**src/hw/rtl/twcht_pkg.sv**
```systemverilog
package twcht_pkg;

  localparam int unsigned CODE_W    = 8;
  localparam int unsigned FIRST_W   = 7;
  localparam int unsigned NUM_W     = 8;
  localparam int unsigned ADV_W     = 12;
  localparam int unsigned GIDX_W    = 7;
  localparam int unsigned TX_W      = 27;
  localparam int unsigned TY_W      = 16;
  localparam int unsigned WIDTH_W   = 26;
  localparam int unsigned COUNT_W   = 13;
  localparam int unsigned CFG_IDX_W = 3;
  localparam int unsigned CFG_DAT_W = 27;

  localparam logic [WIDTH_W-1:0] WIDTH_MAX = '1;

  localparam logic FUNC_MEASURE = 1'b0;
  localparam logic FUNC_LOAD    = 1'b1;

  localparam logic [CFG_IDX_W-1:0] CFG_FIRST_CHAR  = 3'd0;
  localparam logic [CFG_IDX_W-1:0] CFG_NUM_CHARS   = 3'd1;
  localparam logic [CFG_IDX_W-1:0] CFG_LINE_HEIGHT = 3'd2;
  localparam logic [CFG_IDX_W-1:0] CFG_TARGET_X    = 3'd3;
  localparam logic [CFG_IDX_W-1:0] CFG_TARGET_Y    = 3'd4;

  localparam logic [FIRST_W-1:0] FIRST_CHAR_RST  = 7'd32;
  localparam logic [NUM_W-1:0]   NUM_CHARS_RST   = 8'd96;
  localparam logic [ADV_W-1:0]   LINE_HEIGHT_RST = 12'd256;

  localparam logic [CODE_W-1:0] CHAR_TAB       = 8'h09;
  localparam logic [CODE_W-1:0] CHAR_CR        = 8'h0D;
  localparam logic [CODE_W-1:0] CHAR_SPACE     = 8'h20;
  localparam logic [CODE_W-1:0] CHAR_SILENT_LO = 8'h01;
  localparam logic [CODE_W-1:0] CHAR_SILENT_HI = 8'h05;
  localparam logic [CODE_W-1:0] CHAR_FALLBACK  = 8'd127;

  localparam int unsigned TAB_SHIFT     = 2;
  localparam int unsigned BELOW_MARGIN  = 5;

  typedef enum logic [1:0] {
    KIND_GLYPH,
    KIND_TAB,
    KIND_SILENT
  } kind_e;

  typedef struct packed {
    logic              func;
    logic [CODE_W-1:0] char_code;
    logic              is_last;
    logic [GIDX_W-1:0] glyph_index;
    logic [ADV_W-1:0]  advance;
  } in_req_t;

  typedef struct packed {
    logic [WIDTH_W-1:0] total_width;
    logic [COUNT_W-1:0] char_count;
    logic [COUNT_W-1:0] caret_index;
  } out_res_t;

  typedef struct packed {
    logic             valid;
    logic             last;
    kind_e            kind;
    logic [ADV_W-1:0] adv;
  } stage_t;

endpackage

```
**src/hw/rtl/twcht_accum.sv**
```systemverilog
module twcht_accum #(
  parameter int unsigned MAX_STRING = 4096,
  parameter int unsigned FRAC_BITS  = 4
) (
  input  logic                          clk_i,
  input  logic                          rst_ni,
  input  twcht_pkg::stage_t             stage_i,
  input  logic                          fire_i,
  input  logic [twcht_pkg::ADV_W-1:0]   line_height_i,
  input  logic [twcht_pkg::TX_W-1:0]    target_x_i,
  input  logic [twcht_pkg::TY_W-1:0]    target_y_i,
  output twcht_pkg::out_res_t           res_o
);

  localparam int unsigned CNT_W  = $clog2(MAX_STRING + 1);
  localparam int unsigned MARGIN = twcht_pkg::BELOW_MARGIN << FRAC_BITS;
  localparam int unsigned ADD_W  = twcht_pkg::ADV_W + twcht_pkg::TAB_SHIFT;
  localparam int unsigned W      = twcht_pkg::WIDTH_W;

  logic [W-1:0]     run_q, run_d, prev_q, prev_d;
  logic [CNT_W-1:0] count_q, count_d, held_q, held_d;
  logic             found_q, found_d;

  logic [ADD_W-1:0] add_w;
  logic             take;
  logic [W:0]       sum;
  logic [W-1:0]     run_n;
  logic [W-1:0]     p_w, r_w;
  logic [CNT_W-1:0] cn, cand, caret_end, caret_fin;
  logic [W+2:0]     tx2, pr;
  logic             near;
  logic             beyond;
  logic             found_set;
  logic [17:0]      ty_ext, lim;
  logic             below;

  always_comb begin
    case (stage_i.kind)
      twcht_pkg::KIND_GLYPH:  add_w = ADD_W'(stage_i.adv);
      twcht_pkg::KIND_TAB:    add_w = {stage_i.adv, {twcht_pkg::TAB_SHIFT{1'b0}}};
      twcht_pkg::KIND_SILENT: add_w = '0;
      default:                add_w = ADD_W'(stage_i.adv);
    endcase

    take  = (count_q < CNT_W'(MAX_STRING));
    sum   = {1'b0, run_q} + (W + 1)'(add_w);
    run_n = sum[W] ? twcht_pkg::WIDTH_MAX : sum[W-1:0];

    // characters past the length limit leave the sums alone
    p_w = take ? run_q : prev_q;
    r_w = take ? run_n : run_q;
    cn  = take ? count_q + CNT_W'(1) : count_q;

    // strictly nearer to the left edge when 2x < left + right and the edges differ
    tx2    = {target_x_i[twcht_pkg::TX_W-1], target_x_i, 1'b0};
    pr     = {3'b000, p_w} + {3'b000, r_w};
    near   = (p_w != r_w) && ($signed(tx2) < $signed(pr));
    beyond = $signed({2'b00, r_w}) > $signed({target_x_i[twcht_pkg::TX_W-1], target_x_i});
    cand   = near ? cn - CNT_W'(1) : cn;

    found_set = take && !found_q && (beyond || stage_i.last);
    caret_end = found_q ? held_q : cand;

    ty_ext    = {{2{target_y_i[twcht_pkg::TY_W-1]}}, target_y_i};
    lim       = {6'b0, line_height_i} + 18'(MARGIN);
    below     = $signed(ty_ext) > $signed(lim);
    caret_fin = below ? cn : caret_end;

    run_d   = run_q;
    prev_d  = prev_q;
    count_d = count_q;
    found_d = found_q;
    held_d  = held_q;
    if (fire_i) begin
      if (stage_i.last) begin
        run_d   = '0;
        prev_d  = '0;
        count_d = '0;
        found_d = 1'b0;
        held_d  = '0;
      end else begin
        if (take) begin
          prev_d  = run_q;
          run_d   = run_n;
          count_d = cn;
        end
        if (found_set) begin
          found_d = 1'b1;
          held_d  = cand;
        end
      end
    end
  end

  always_ff @(posedge clk_i or negedge rst_ni) begin
    if (!rst_ni) begin
      run_q   <= '0;
      prev_q  <= '0;
      count_q <= '0;
      found_q <= 1'b0;
      held_q  <= '0;
    end else begin
      run_q   <= run_d;
      prev_q  <= prev_d;
      count_q <= count_d;
      found_q <= found_d;
      held_q  <= held_d;
    end
  end

  assign res_o.total_width = r_w;
  assign res_o.char_count  = twcht_pkg::COUNT_W'(cn);
  assign res_o.caret_index = twcht_pkg::COUNT_W'(caret_fin);

`ifndef ASSERT_OFF
  a_count_bound: assert property (@(posedge clk_i) disable iff (!rst_ni)
    count_q <= CNT_W'(MAX_STRING))
    else $error("position count beyond string limit");

  a_width_order: assert property (@(posedge clk_i) disable iff (!rst_ni)
    prev_q <= run_q)
    else $error("previous width above running width");

  a_caret_bound: assert property (@(posedge clk_i) disable iff (!rst_ni)
    found_q |-> (held_q <= count_q))
    else $error("held caret beyond position count");

  a_clear_on_last: assert property (@(posedge clk_i) disable iff (!rst_ni)
    (fire_i && stage_i.last) |=> (count_q == '0) && !found_q && (run_q == '0))
    else $error("string state not cleared after last character");
`endif

endmodule

```
**config.mk**
```make
export PLATFORM = sky130hd
export DESIGN_NAME = twcht_accum
export DESIGN_NICKNAME = d
export VERILOG_FILES = /design/src/hw/rtl/twcht_pkg.sv /design/src/hw/rtl/twcht_accum.sv
export SDC_FILE = /design/constraint.sdc
export NUM_CORES = 1
export LEC_CHECK = 0
export ABC_AREA = 1
export BUFFER_PORTS_ARGS = -buffer_cell sky130_fd_sc_hd__buf_2
export CORE_AREA = 5 5 128 130
export CTS_BUF_LIST = sky130_fd_sc_hd__clkbuf_4 sky130_fd_sc_hd__clkbuf_8
export CTS_CLUSTER_SIZE = 20
export DETAILED_ROUTE_END_ITERATION = 16
export DIE_AREA = 0 0 133 135
export GPL_TIMING_DRIVEN = 0
export HOLD_SLACK_MARGIN = 0.03
export PLACE_DENSITY = 0.83
export SETUP_SLACK_MARGIN = 0.5
export SKIP_LAST_GASP = 1
export SLEW_MARGIN = 20
export SYNTH_ARGS = -nofsm -noshare
export SYNTH_HDL_FRONTEND = slang
export SYNTH_SLANG_ARGS = --single-unit
```
**constraint.sdc**
```tcl
create_clock -name clk_i -period 9.9 [get_ports clk_i]
set_input_delay 0.99 -clock clk_i [delete_from_list [all_inputs] [get_ports clk_i]]
set_output_delay 0.99 -clock clk_i [all_outputs]
set_load 0.005 [all_outputs]
```
[Word-level counts from Yosys, hierarchy flattened]
Cells that the tools add are included.
Storage, ports and cells
  bits in registers: 79
  input bits: 74
  output and inout bits: 52
  word-level logic and storage cells: 42
Operators by class
  $add $sub $neg: 5
  $lt $le $gt $ge: 4
  eq/ne operators: 3
  mux-type cells: 16
  reduce and logical (&&, ||, !) cells: 9
Operator list (count)
  $mux 26: 5
  $mux 13: 8
  $lt 28x28->1: 1
  $pmux 14 s2: 1
  $add 26x14->27: 1
  $add 26x26->27: 1
  $gt 27x27->1: 1
  $ne 26x26->1: 1
  $gt 16x14->1: 1
  $add 12x7->13 const B: 1
  $add 13x1->13 const B: 1
  $lt 13x13->1 const B: 1
  $sub 13x1->13 const B: 1
  $reduce_and 2->1: 2
  $reduce_bool 2->1: 2
  $logic_and 1x1->1: 3
  $eq 2x1->1 const B: 1
  $eq 2x2->1 const B: 1
  $mux 1: 2
  $logic_not 1->1: 1
  $logic_or 1x1->1: 1

[Longest topological paths before layout]
Gate-level depths: netlist (run 1).
  depth after elaboration: 11
  depth in mapped cells: 44
  depth with buffers taken out: 43

[Least setup slack after synthesis (run 1)]
Ideal clock, no wire load.
  path type: input to output
  from: in stage_i[12] in the netlist's numbering
  to: out res_o[6] in the netlist's numbering
  arrival time: 6.285 ns
  data required time: 8.910 ns
  slack: 2.625 ns
  cell stages on the path: 40
  buffers on the path: 3
  cells stage by stage: inv_1 -> ha_1 -> inv_1 -> clkbuf_1 -> o21ai_0 -> ha_1 -> a21oi_1 -> nand2_1 -> a21oi_2 -> o21ai_0 -> a21oi_2 -> buf_6 -> nand3b_1 -> o21ai_0 -> inv_1 -> ha_1 -> a21oi_1 -> nand2_1 -> [... 4 more ...] -> nand2_1 -> nand2_1 -> nand2_1 -> nand2_1 -> ha_1 -> nand2_1 -> nor2_1 -> nand4_1 -> nor3_1 -> nand2_1 -> nand2_1 -> nand2_1 -> nand2_1 -> buf_4 -> nand2_1 -> nand3_1 -> nand3_1 -> nand2_1
RTL lines
  from (decl): RTL line twcht_accum.sv:7  | input twcht_pkg::stage_t stage_i,
  to (decl): RTL line twcht_accum.sv:12  | output twcht_pkg::out_res_t res_o

==> out/results.md, run 1 <==
| Step | Result | Reported |
|:---|:---|:---|
| detailed routing | Routed via count divided by cell count | 5.64 |
| worst setup path | Critical path start-end classification | primary input to output port |
| cells and area | Final antenna diode count | 0 |
| worst setup path | Crit start category | primary input |
| synth | Yosys reg bits | 79 |
| cells and area | Most frequent standard cell in the layout excluding fill and tap cells | sky130_fd_sc_hd__nand2_1 |
| sta | Final setup vio count | 0 |
| detailed routing | Final routed DRC violation total | 0 |
| cts | Post-CTS setup repair buffer count | 0 |
| cts | Clock insertion delay at the later pin of the skew report | 0.37 ns |
| power | Static power due to leakage | 5.68 nW |
| synth | Proportion of netlist area held by the largest area contributor | 22.3% |
| sta | Count of final max-slew check failures | 0 |
| synth | Post-synth net total | 1,526 |
| cts | Cell at the root of the clock tree | sky130_fd_sc_hd__clkbuf_8 |
| worst setup path | Endpoint kind of the worst setup timing path | output port |
| global routing | Maximum number of pins on one net before global-route repair | 52 |
| synth | Main combinational cell family by area after synthesis | simple AND/OR/NAND/NOR gates |
| floorplanning | Full die area | 0.0180 mm^2 |
| cts | Clock tree from TritonCTS | yes |
| floorplanning | Height of the die | 135 um |
| job | Max-Cap Viols | 0 |
| sta | Minimum clock period after layout | 8.61 ns |
| cells and area | Synthesis-to-layout area growth | 12.3% |
| worst setup path | Cell at the slowest stage of the critical path | sky130_fd_sc_hd__ha_1 |
| power | Cell area power density | 144 mW/mm^2 |
| worst setup path | Data arrival, critical path | 7.62 ns |
| sta | Top achievable clock speed | 116 MHz |
| cts | Maximum root-to-sink buffer count | 2 |
| synth | Yosys warning total | 0 |
| cells and area | Fill cell total of the finished layout | 1,363 |
| synth | Mux contribution to synthesized area | 0.113% |
| place | Post-placement setup slack | 1.38 ns |
| detailed routing | Avg WL per Cell | 15.1 um |
| detailed routing | Total routed wirelength | 25.1 mm |
| floorplanning | Total core area | 0.0150 mm^2 |
| global routing | Initial antenna violation count | 0 |
| cells and area | Share of cells above drive strength 1 | 12.6% |
| sta | Sum of negative setup slack | 0 ns |
| worst setup path | Worst-path fanout max | 10 |
| synth | Biggest area contributors in the synthesized netlist | sky130_fd_sc_hd__dfrtp_1, sky130_fd_sc_hd__nand2_1, sky130_fd_sc_hd__ha_1, sky130_fd_sc_hd__inv_1, sky130_fd_sc_hd__nand3_1 |
| sta | Clock Skew | 0.0133 ns |
| synth | Average size of a mapped cell | 6.62 um^2 |
| floorplanning | Boundary Pins | 126 |
| global routing | Global Route Usage Sum | 27.3% |
| worst setup path | Worst path bufs/invs | 8 |
| cts | Hold_buf cts | 0 |
| global routing | Number of global-route vias before repair | 8,739 |
| cts | Sinks on the clock net | 79 |
| synth | Number of distinct library cells after synthesis | 47 |
| synth | Cells after synthesis | 1,340 |
| synth | Cell area after synthesis | 0.00887 mm^2 |
| sta | Unrepaired setup endpoints after global routing | false |
| synth | Post-synthesis adder-cell area fraction | 16.0% |
| place | Number of buffers inserted by port buffering | 124 |
| detailed routing | Final ANT Viol Nets | 0 |
| sta | Share of the clock period used by the worst path | 86.9% |
| synth | Yosys top cell by area | sky130_fd_sc_hd__dfrtp_1 |
| cells and area | Layout net count | 1,662 |
| global routing | Global-route wire length before repair | 40.6 mm |
| power | Maximum vdd drop | 147 uV |
| floorplanning | Std-Cell Rows | 45 |
| worst setup path | Worst path most repeated cell | sky130_fd_sc_hd__nand2_1 |
| detailed routing | Detailed-routing iteration count for the pre-antenna-repair pass | 5 |
| worst setup path | Family of cells with the greatest summed delay on the critical path | compound AO/OA/AOI/OAI gates |
| detailed routing | Total vias in the final route | 9,408 |
| sta | Final hold violation count | 0 |
| sta | Relative slew slack | 36.9% |
| worst setup path | Data required time of the worst path | 8.91 ns |
| synth | Part of the Yosys area used for sequential elements | 22.3% |
| detailed routing | Initial DRC Count | 735 |
| floorplanning | Floorplan die width | 133 um |
| cts | Worst-path clk slew | 0.09 ns |
| cells and area | Top library cells by usage in the layout, fill and taps aside | sky130_fd_sc_hd__nand2_1, sky130_fd_sc_hd__inv_1, sky130_fd_sc_hd__buf_2, sky130_fd_sc_hd__ha_1, sky130_fd_sc_hd__nand3_1 |
| worst setup path | Crit-path max cell delay | 0.40 ns |
| synth | Fraction of the mapped netlist area in simple logic gates | 31.7% |
| cells and area | Sequential standard cell area | 0.00198 mm^2 |
| synth | XOR/XNOR Fraction of Synth Area | 4.44% |
| place | HPWL Detailed | 20.8 mm |
| status | Status | complete, no violations |
| cells and area | Footprint of the multi-input gates | 0.00602 mm^2 |
| cts | Post-cts resize count | 0 |
| synth | Compound-cell area share of the yosys netlist | 15.7% |
| place | Routability congestion estimate from global placement | 0.939 |
| hold path | Hold crit path type | flop to flop |
| floorplanning | Initial core utilization | 59.0% |
| sta | Measured slew at the worst slew-check pin | 0.947 ns |
| cts | Clock buffers created by TritonCTS | 9 |
| cts | H-tree levels | 3 |
| sta | Setup slack after layout | 1.29 ns |
| global routing | Overflow left after global routing | 0 |
## stage by stage
stage	instance area (um^2)	utilization, %	total power [mW]	std cells	hold slack, ns
final	9970	66.3	1.43	1669	0.473
after global placement	9730	64.7	1.15	1652	0.447
after detailed placement	9760	64.9	1.17	1653	0.454
after global routing	9970	66.3	1.56	1669	0.493
after CTS	9970	66.3	1.43	1669	0.473
after floorplan	8870	-	0.937	1340	0.434
## power breakdown
| group | switching (mW) | internal (mW) | leakage (nW) | total [mW] |
|---|---|---|---|---|
| combinational | 0.498 | 0.307 | 4.49 | 0.805 |
| sequential | 0.0249 | 0.348 | 1.08 | 0.373 |
| clock | 0.131 | 0.125 | 0.106 | 0.256 |
| total | 0.654 | 0.780 | 5.68 | 1.43 |
## worst register-to-register path: cells and delay by family (launching register included)
family	cells	cell delay, ns
buffers and inverters	3	0.55
and+or+nand+nor	19	1.81
adders and majority gates	4	1.33
DFF	1	0.40
AOI/OAI and AO/OA	10	2.06
## sequential cells by signal (all words and copies together), names as in the netlist
signal	count
run_q	26
count_q	13
prev_q	26
found_q	1
held_q	13
## path summary, 6_finish.rpt
path | startpoint | endpoint | slack [ns] | depth (start not counted)
max | stage_i[12] | res_o[0] | 1.29 | 41
min | held_q[7]$_DFFE_PN0P_ | held_q[7]$_DFFE_PN0P_ | 0.47 | 2
max reg2reg | run_q[0]$_DFFE_PN0P_ | held_q[2]$_DFFE_PN0P_ | 3.69 | 36
min reg2reg | held_q[7]$_DFFE_PN0P_ | held_q[7]$_DFFE_PN0P_ | 0.47 | 2
max in group asynchronous | rst_ni | held_q[6]$_DFFE_PN0P_ | 8.74 | 2
min in group asynchronous | rst_ni | prev_q[1]$_DFFE_PN0P_ | 0.55 | 1
## layout make-up
class	instances	area share, %
Multi-Input combinational cell	1037	60.4
Inverter	189	7.12
Clock buffer	10	1.38
Tap cell	188	2.36
Clock inverter	6	0.703
Buffer	35	1.67
Sequential cell	79	19.8
Timing Repair Buffer	125	6.53
## cell families after synthesis
group | after synthesis
AND/OR/NAND/NOR | 645
flip-flops | 79
buffers and inverters | 224
adder cells (fa/ha/maj) | 112
XOR/XNOR | 42
multiplexers | 1
AO/OA/AOI/OAI | 237
## layer usage
| metal | part of all wire (%) | GRT usage [%] |
|---|---|---|
| met1 | 44 | 35.0 |
| met2 | 47 | 48.3 |
| met3 | 7.0 | 3.17 |
| met4 | 2.3 | 8.37 |
| met5 | 0 | 0 |
## cells in the mapped netlist, drive strengths merged
cell type  number
a211oi          1
a21boi          2
a21o            6
a21oi          72
a22o           22
a31oi           3
a41oi           1
and2            2
buf            18
clkbuf         17
dfrtp          79
fa              2
ha            110
inv           189
mux2i           1
nand2         398
nand3         105
nand3b          9
nand4          34
nor2           73
nor3           15
nor3b           1
nor4            3
o211ai          4
o21a            6
o21ai          95
o21bai          6
o22ai          19
or2             5
xnor2          11
xor2           31
Power figures use the tool's default switching activity.
==> inputs of run 2 (changes only) <==
--- a/config.mk
+++ b/config.mk
@@ -9,3 +9,3 @@
 export BUFFER_PORTS_ARGS = -buffer_cell sky130_fd_sc_hd__buf_2
-export CORE_AREA = 5 5 128 130
+export CORE_AREA = 2 2 125 127
 export CTS_BUF_LIST = sky130_fd_sc_hd__clkbuf_4 sky130_fd_sc_hd__clkbuf_8
@@ -13,5 +13,6 @@
 export DETAILED_ROUTE_END_ITERATION = 16
-export DIE_AREA = 0 0 133 135
+export DIE_AREA = 0 0 127 129
 export GPL_TIMING_DRIVEN = 0
 export HOLD_SLACK_MARGIN = 0.03
+export MAX_ROUTING_LAYER = met4
 export PLACE_DENSITY = 0.83
--- a/constraint.sdc
+++ b/constraint.sdc
@@ -3,2 +3,2 @@
 set_output_delay 0.99 -clock clk_i [all_outputs]
-set_load 0.005 [all_outputs]
+set_load 0.05 [all_outputs]
==> run 2 against run 1 <==
  * Sequential power is essentially flat
  * Fmax shrank 0.38%
  * Clock power fell by 13%
  * Combinational power grew 15%
  * Core utilization hardly changed
  * Cell area down 0.34%
  * Register-to-register slack lost 0.03 ns
  * Critical path type unchanged
  * Critical endpoint is now res_o[12]
==> out/results.md, run 2 (synthesis results as in run 1) <==
| Step | Result | Reported | Delta |
|:---|:---|:---|:---|
| status | Status | complete, no violations |  |
| global routing | Maximum number of pins on one net before global-route repair | 43 | -17% |
| detailed routing | Routed via count divided by cell count | 5.60 | -0.69% |
| cts | Cell at the root of the clock tree | sky130_fd_sc_hd__clkbuf_8 |  |
| power | Cell area power density | 154 mW/mm^2 | +6.7% |
| global routing | Initial antenna violation count | 0 | unchanged |
| detailed routing | Final ANT Viol Nets | 0 | unchanged |
| sta | Share of the clock period used by the worst path | 87.3% | +0.33 points |
| sta | Unrepaired setup endpoints after global routing | false |  |
| worst setup path | Data required time of the worst path | 8.91 ns | about the same |
| cts | Maximum root-to-sink buffer count | 2 | unchanged |
| worst setup path | Worst setup slack for register-to-register paths | 3.66 ns | -0.03 ns |
| cts | Clock buffers created by TritonCTS | 9 | unchanged |
| global routing | Global-route wire length before repair | 40.7 mm | +0.14% |
| worst setup path | Data arrival, critical path | 7.65 ns | +0.03 ns |
| power | Maximum vdd drop | 186 uV | +27% |
| sta | Count of final max-slew check failures | 0 | unchanged |
| worst setup path | Endpoint kind of the worst setup timing path | output port |  |
| floorplanning | Floorplan die width | 127 um | -4.5% |
| worst setup path | Reg-to-reg critical path endpoint | held_q[2]$_DFFE_PN0P_ |  |
| power | Total power of the final layout | 1.53 mW | +6.4% |
| worst setup path | Critical path start-end classification | primary input to output port |  |
| cts | Clock tree from TritonCTS | yes |  |
| cells and area | Share of cells above drive strength 1 | 12.6% | +0.068 points |
| cts | Clock insertion delay at the later pin of the skew report | 0.38 ns | about the same |
| sta | Final setup vio count | 0 | unchanged |
| sta | Minimum clock period after layout | 8.64 ns | +0.0325 ns |
| place | Routability congestion estimate from global placement | 0.988 | +5.2% |
| detailed routing | Detailed-routing iteration count for the pre-antenna-repair pass | 5 | unchanged |
| hold path | Hold worst-path end | held_q[5]$_DFFE_PN0P_ |  |
| detailed routing | Final routed DRC violation total | 0 | unchanged |
| floorplanning | Total core area | 0.0150 mm^2 | -0.37% |
| floorplanning | Height of the die | 129 um | -4.4% |
| sta | Top achievable clock speed | 116 MHz | -0.38% |
| worst setup path | Worst path bufs/invs | 8 | unchanged |
| global routing | Global Route Usage Sum | 31.5% | +4.2 points |
| cts | Sinks on the clock net | 79 | unchanged |
| sta | Final hold violation count | 0 | unchanged |
| cts | Hold_buf cts | 0 | unchanged |
| worst setup path | Worst path most repeated cell | sky130_fd_sc_hd__nand2_1 |  |
| cells and area | Non-filler cells, final | 1,669 | unchanged |
| sta | Clock Skew | 0.0146 ns | +0.00130 ns |
| worst setup path | Cell at the slowest stage of the critical path | sky130_fd_sc_hd__ha_1 |  |
| worst setup path | Worst-path fanout max | 10 | unchanged |
| cts | Post-cts resize count | 0 | unchanged |
| sta | Measured slew at the worst slew-check pin | 0.868 ns | -0.0790 ns |
| worst setup path | Family of cells with the greatest summed delay on the critical path | compound AO/OA/AOI/OAI gates |  |
| sta | Hold WS | 0.470 ns | -0.00240 ns |
| global routing | Overflow left after global routing | 0 | unchanged |
| hold path | Source of the worst hold timing path | held_q[5]$_DFFE_PN0P_ |  |
| job | Max-Cap Viols | 0 | unchanged |
| cts | H-tree levels | 3 | unchanged |
| cells and area | Synthesis-to-layout area growth | 11.9% |  |
| hold path | Hold crit path type | flop to flop |  |
| worst setup path | R2R depth | 35 | -2.8% |
| global routing | Number of global-route vias before repair | 8,861 | +1.4% |
| cts | Worst-path clk slew | 0.07 ns | -0.02 ns |
| cells and area | Top library cells by usage in the layout, fill and taps aside | sky130_fd_sc_hd__nand2_1, sky130_fd_sc_hd__inv_1, sky130_fd_sc_hd__buf_2, sky130_fd_sc_hd__ha_1, sky130_fd_sc_hd__nand3_1 |  |
| cells and area | Largest registers in the final layout | prev_q x26, run_q x26 |  |
| cts | Post-CTS setup repair buffer count | 0 | unchanged |
| cells and area | Most frequent standard cell in the layout excluding fill and tap cells | sky130_fd_sc_hd__nand2_1 |  |
| place | Total instance count after detailed placement | 1,653 | unchanged |
| floorplanning | Std-Cell Rows | 45 | unchanged |
| place | HPWL Detailed | 20.0 mm | -3.7% |
| sta | Relative slew slack | 42.1% | +5.3 points |
| detailed routing | Total vias in the final route | 9,343 | -0.69% |
| detailed routing | Avg WL per Cell | 14.5 um | -3.5% |
| place | Number of buffers inserted by port buffering | 124 | unchanged |
| floorplanning | Full die area | 0.0164 mm^2 | -8.8% |
| detailed routing | Initial DRC Count | 754 | +2.6% |
| detailed routing | Total routed wirelength | 24.3 mm | -3.5% |
| worst setup path | Crit start category | primary input |  |
| hold path | Number of cells on the worst hold path | 2 | unchanged |
| cells and area | Layout net count | 1,662 | unchanged |
| cells and area | Final antenna diode count | 0 | unchanged |
| floorplanning | Initial core utilization | 59.2% | +0.22 points |
| worst setup path | Crit-path max cell delay | 0.40 ns | about the same |
| floorplanning | Boundary Pins | 126 | unchanged |
| sta | Sum of negative setup slack | 0 ns | unchanged |
| worst setup path | Reg-to-reg critical path startpoint | run_q[0]$_DFFE_PN0P_ |  |
| power | Static power due to leakage | 5.66 nW | -0.30% |
## run 2: report_power, final
part           leakage (nW)  internal (mW)  switching (mW)  total, mW
Combinational          4.49          0.310           0.619      0.929
Sequential             1.08          0.348          0.0252      0.373
Clock                0.0866         0.0967           0.126      0.223
## run 2: cell type report
type	count	area [um^2]
buffer	35	168
tap	188	235
sequential	79	1980
clock buffer	11	139
multi-input combinational	1037	6020
inverter	189	709
timing repair buffer	125	651
clock inverter	5	33.8
fill	1360	5040
## run 2: worst max path at each step
stage | startpoint | endpoint | slack [ns] | cells after the start
after global routing | stage_i[12] | res_o[2] | 0.60 | 43
after detailed placement | stage_i[12] | res_o[2] | 1.24 | 43
after CTS | stage_i[12] | res_o[2] | 1.23 | 43
after global placement | stage_i[12] | res_o[2] | 1.34 | 43
final | stage_i[12] | res_o[12] | 1.26 | 42
after floorplan | stage_i[12] | res_o[12] | 2.02 | 37
## run 2: per-stage QoR
step	cell area (um^2)	setup slack (ns)	utilization, %
floorplan	8870	2.02	-
global placement	9730	1.34	65.0
detailed placement	9760	1.24	65.2
CTS	9930	1.23	66.3
global route	9930	0.602	66.3
finish	9930	1.26	66.3
## run 2: per-layer routing
metal	track usage, %	up-vias	share of wire [%]
met4	9.89	0	2.5
li1	-	4722	-
met1	39.7	4245	44
met3	3.16	45	6.2
met5	-	-	0
met2	53.6	331	47
## run 2: worst reg2reg max path: cells and delay by family, from the launching register on
family,cells,cell delay (ns)
compound gates,9,1.92
fa+ha+maj,4,1.32
buf+inv,3,0.54
flops,1,0.42
simple gates,19,1.98
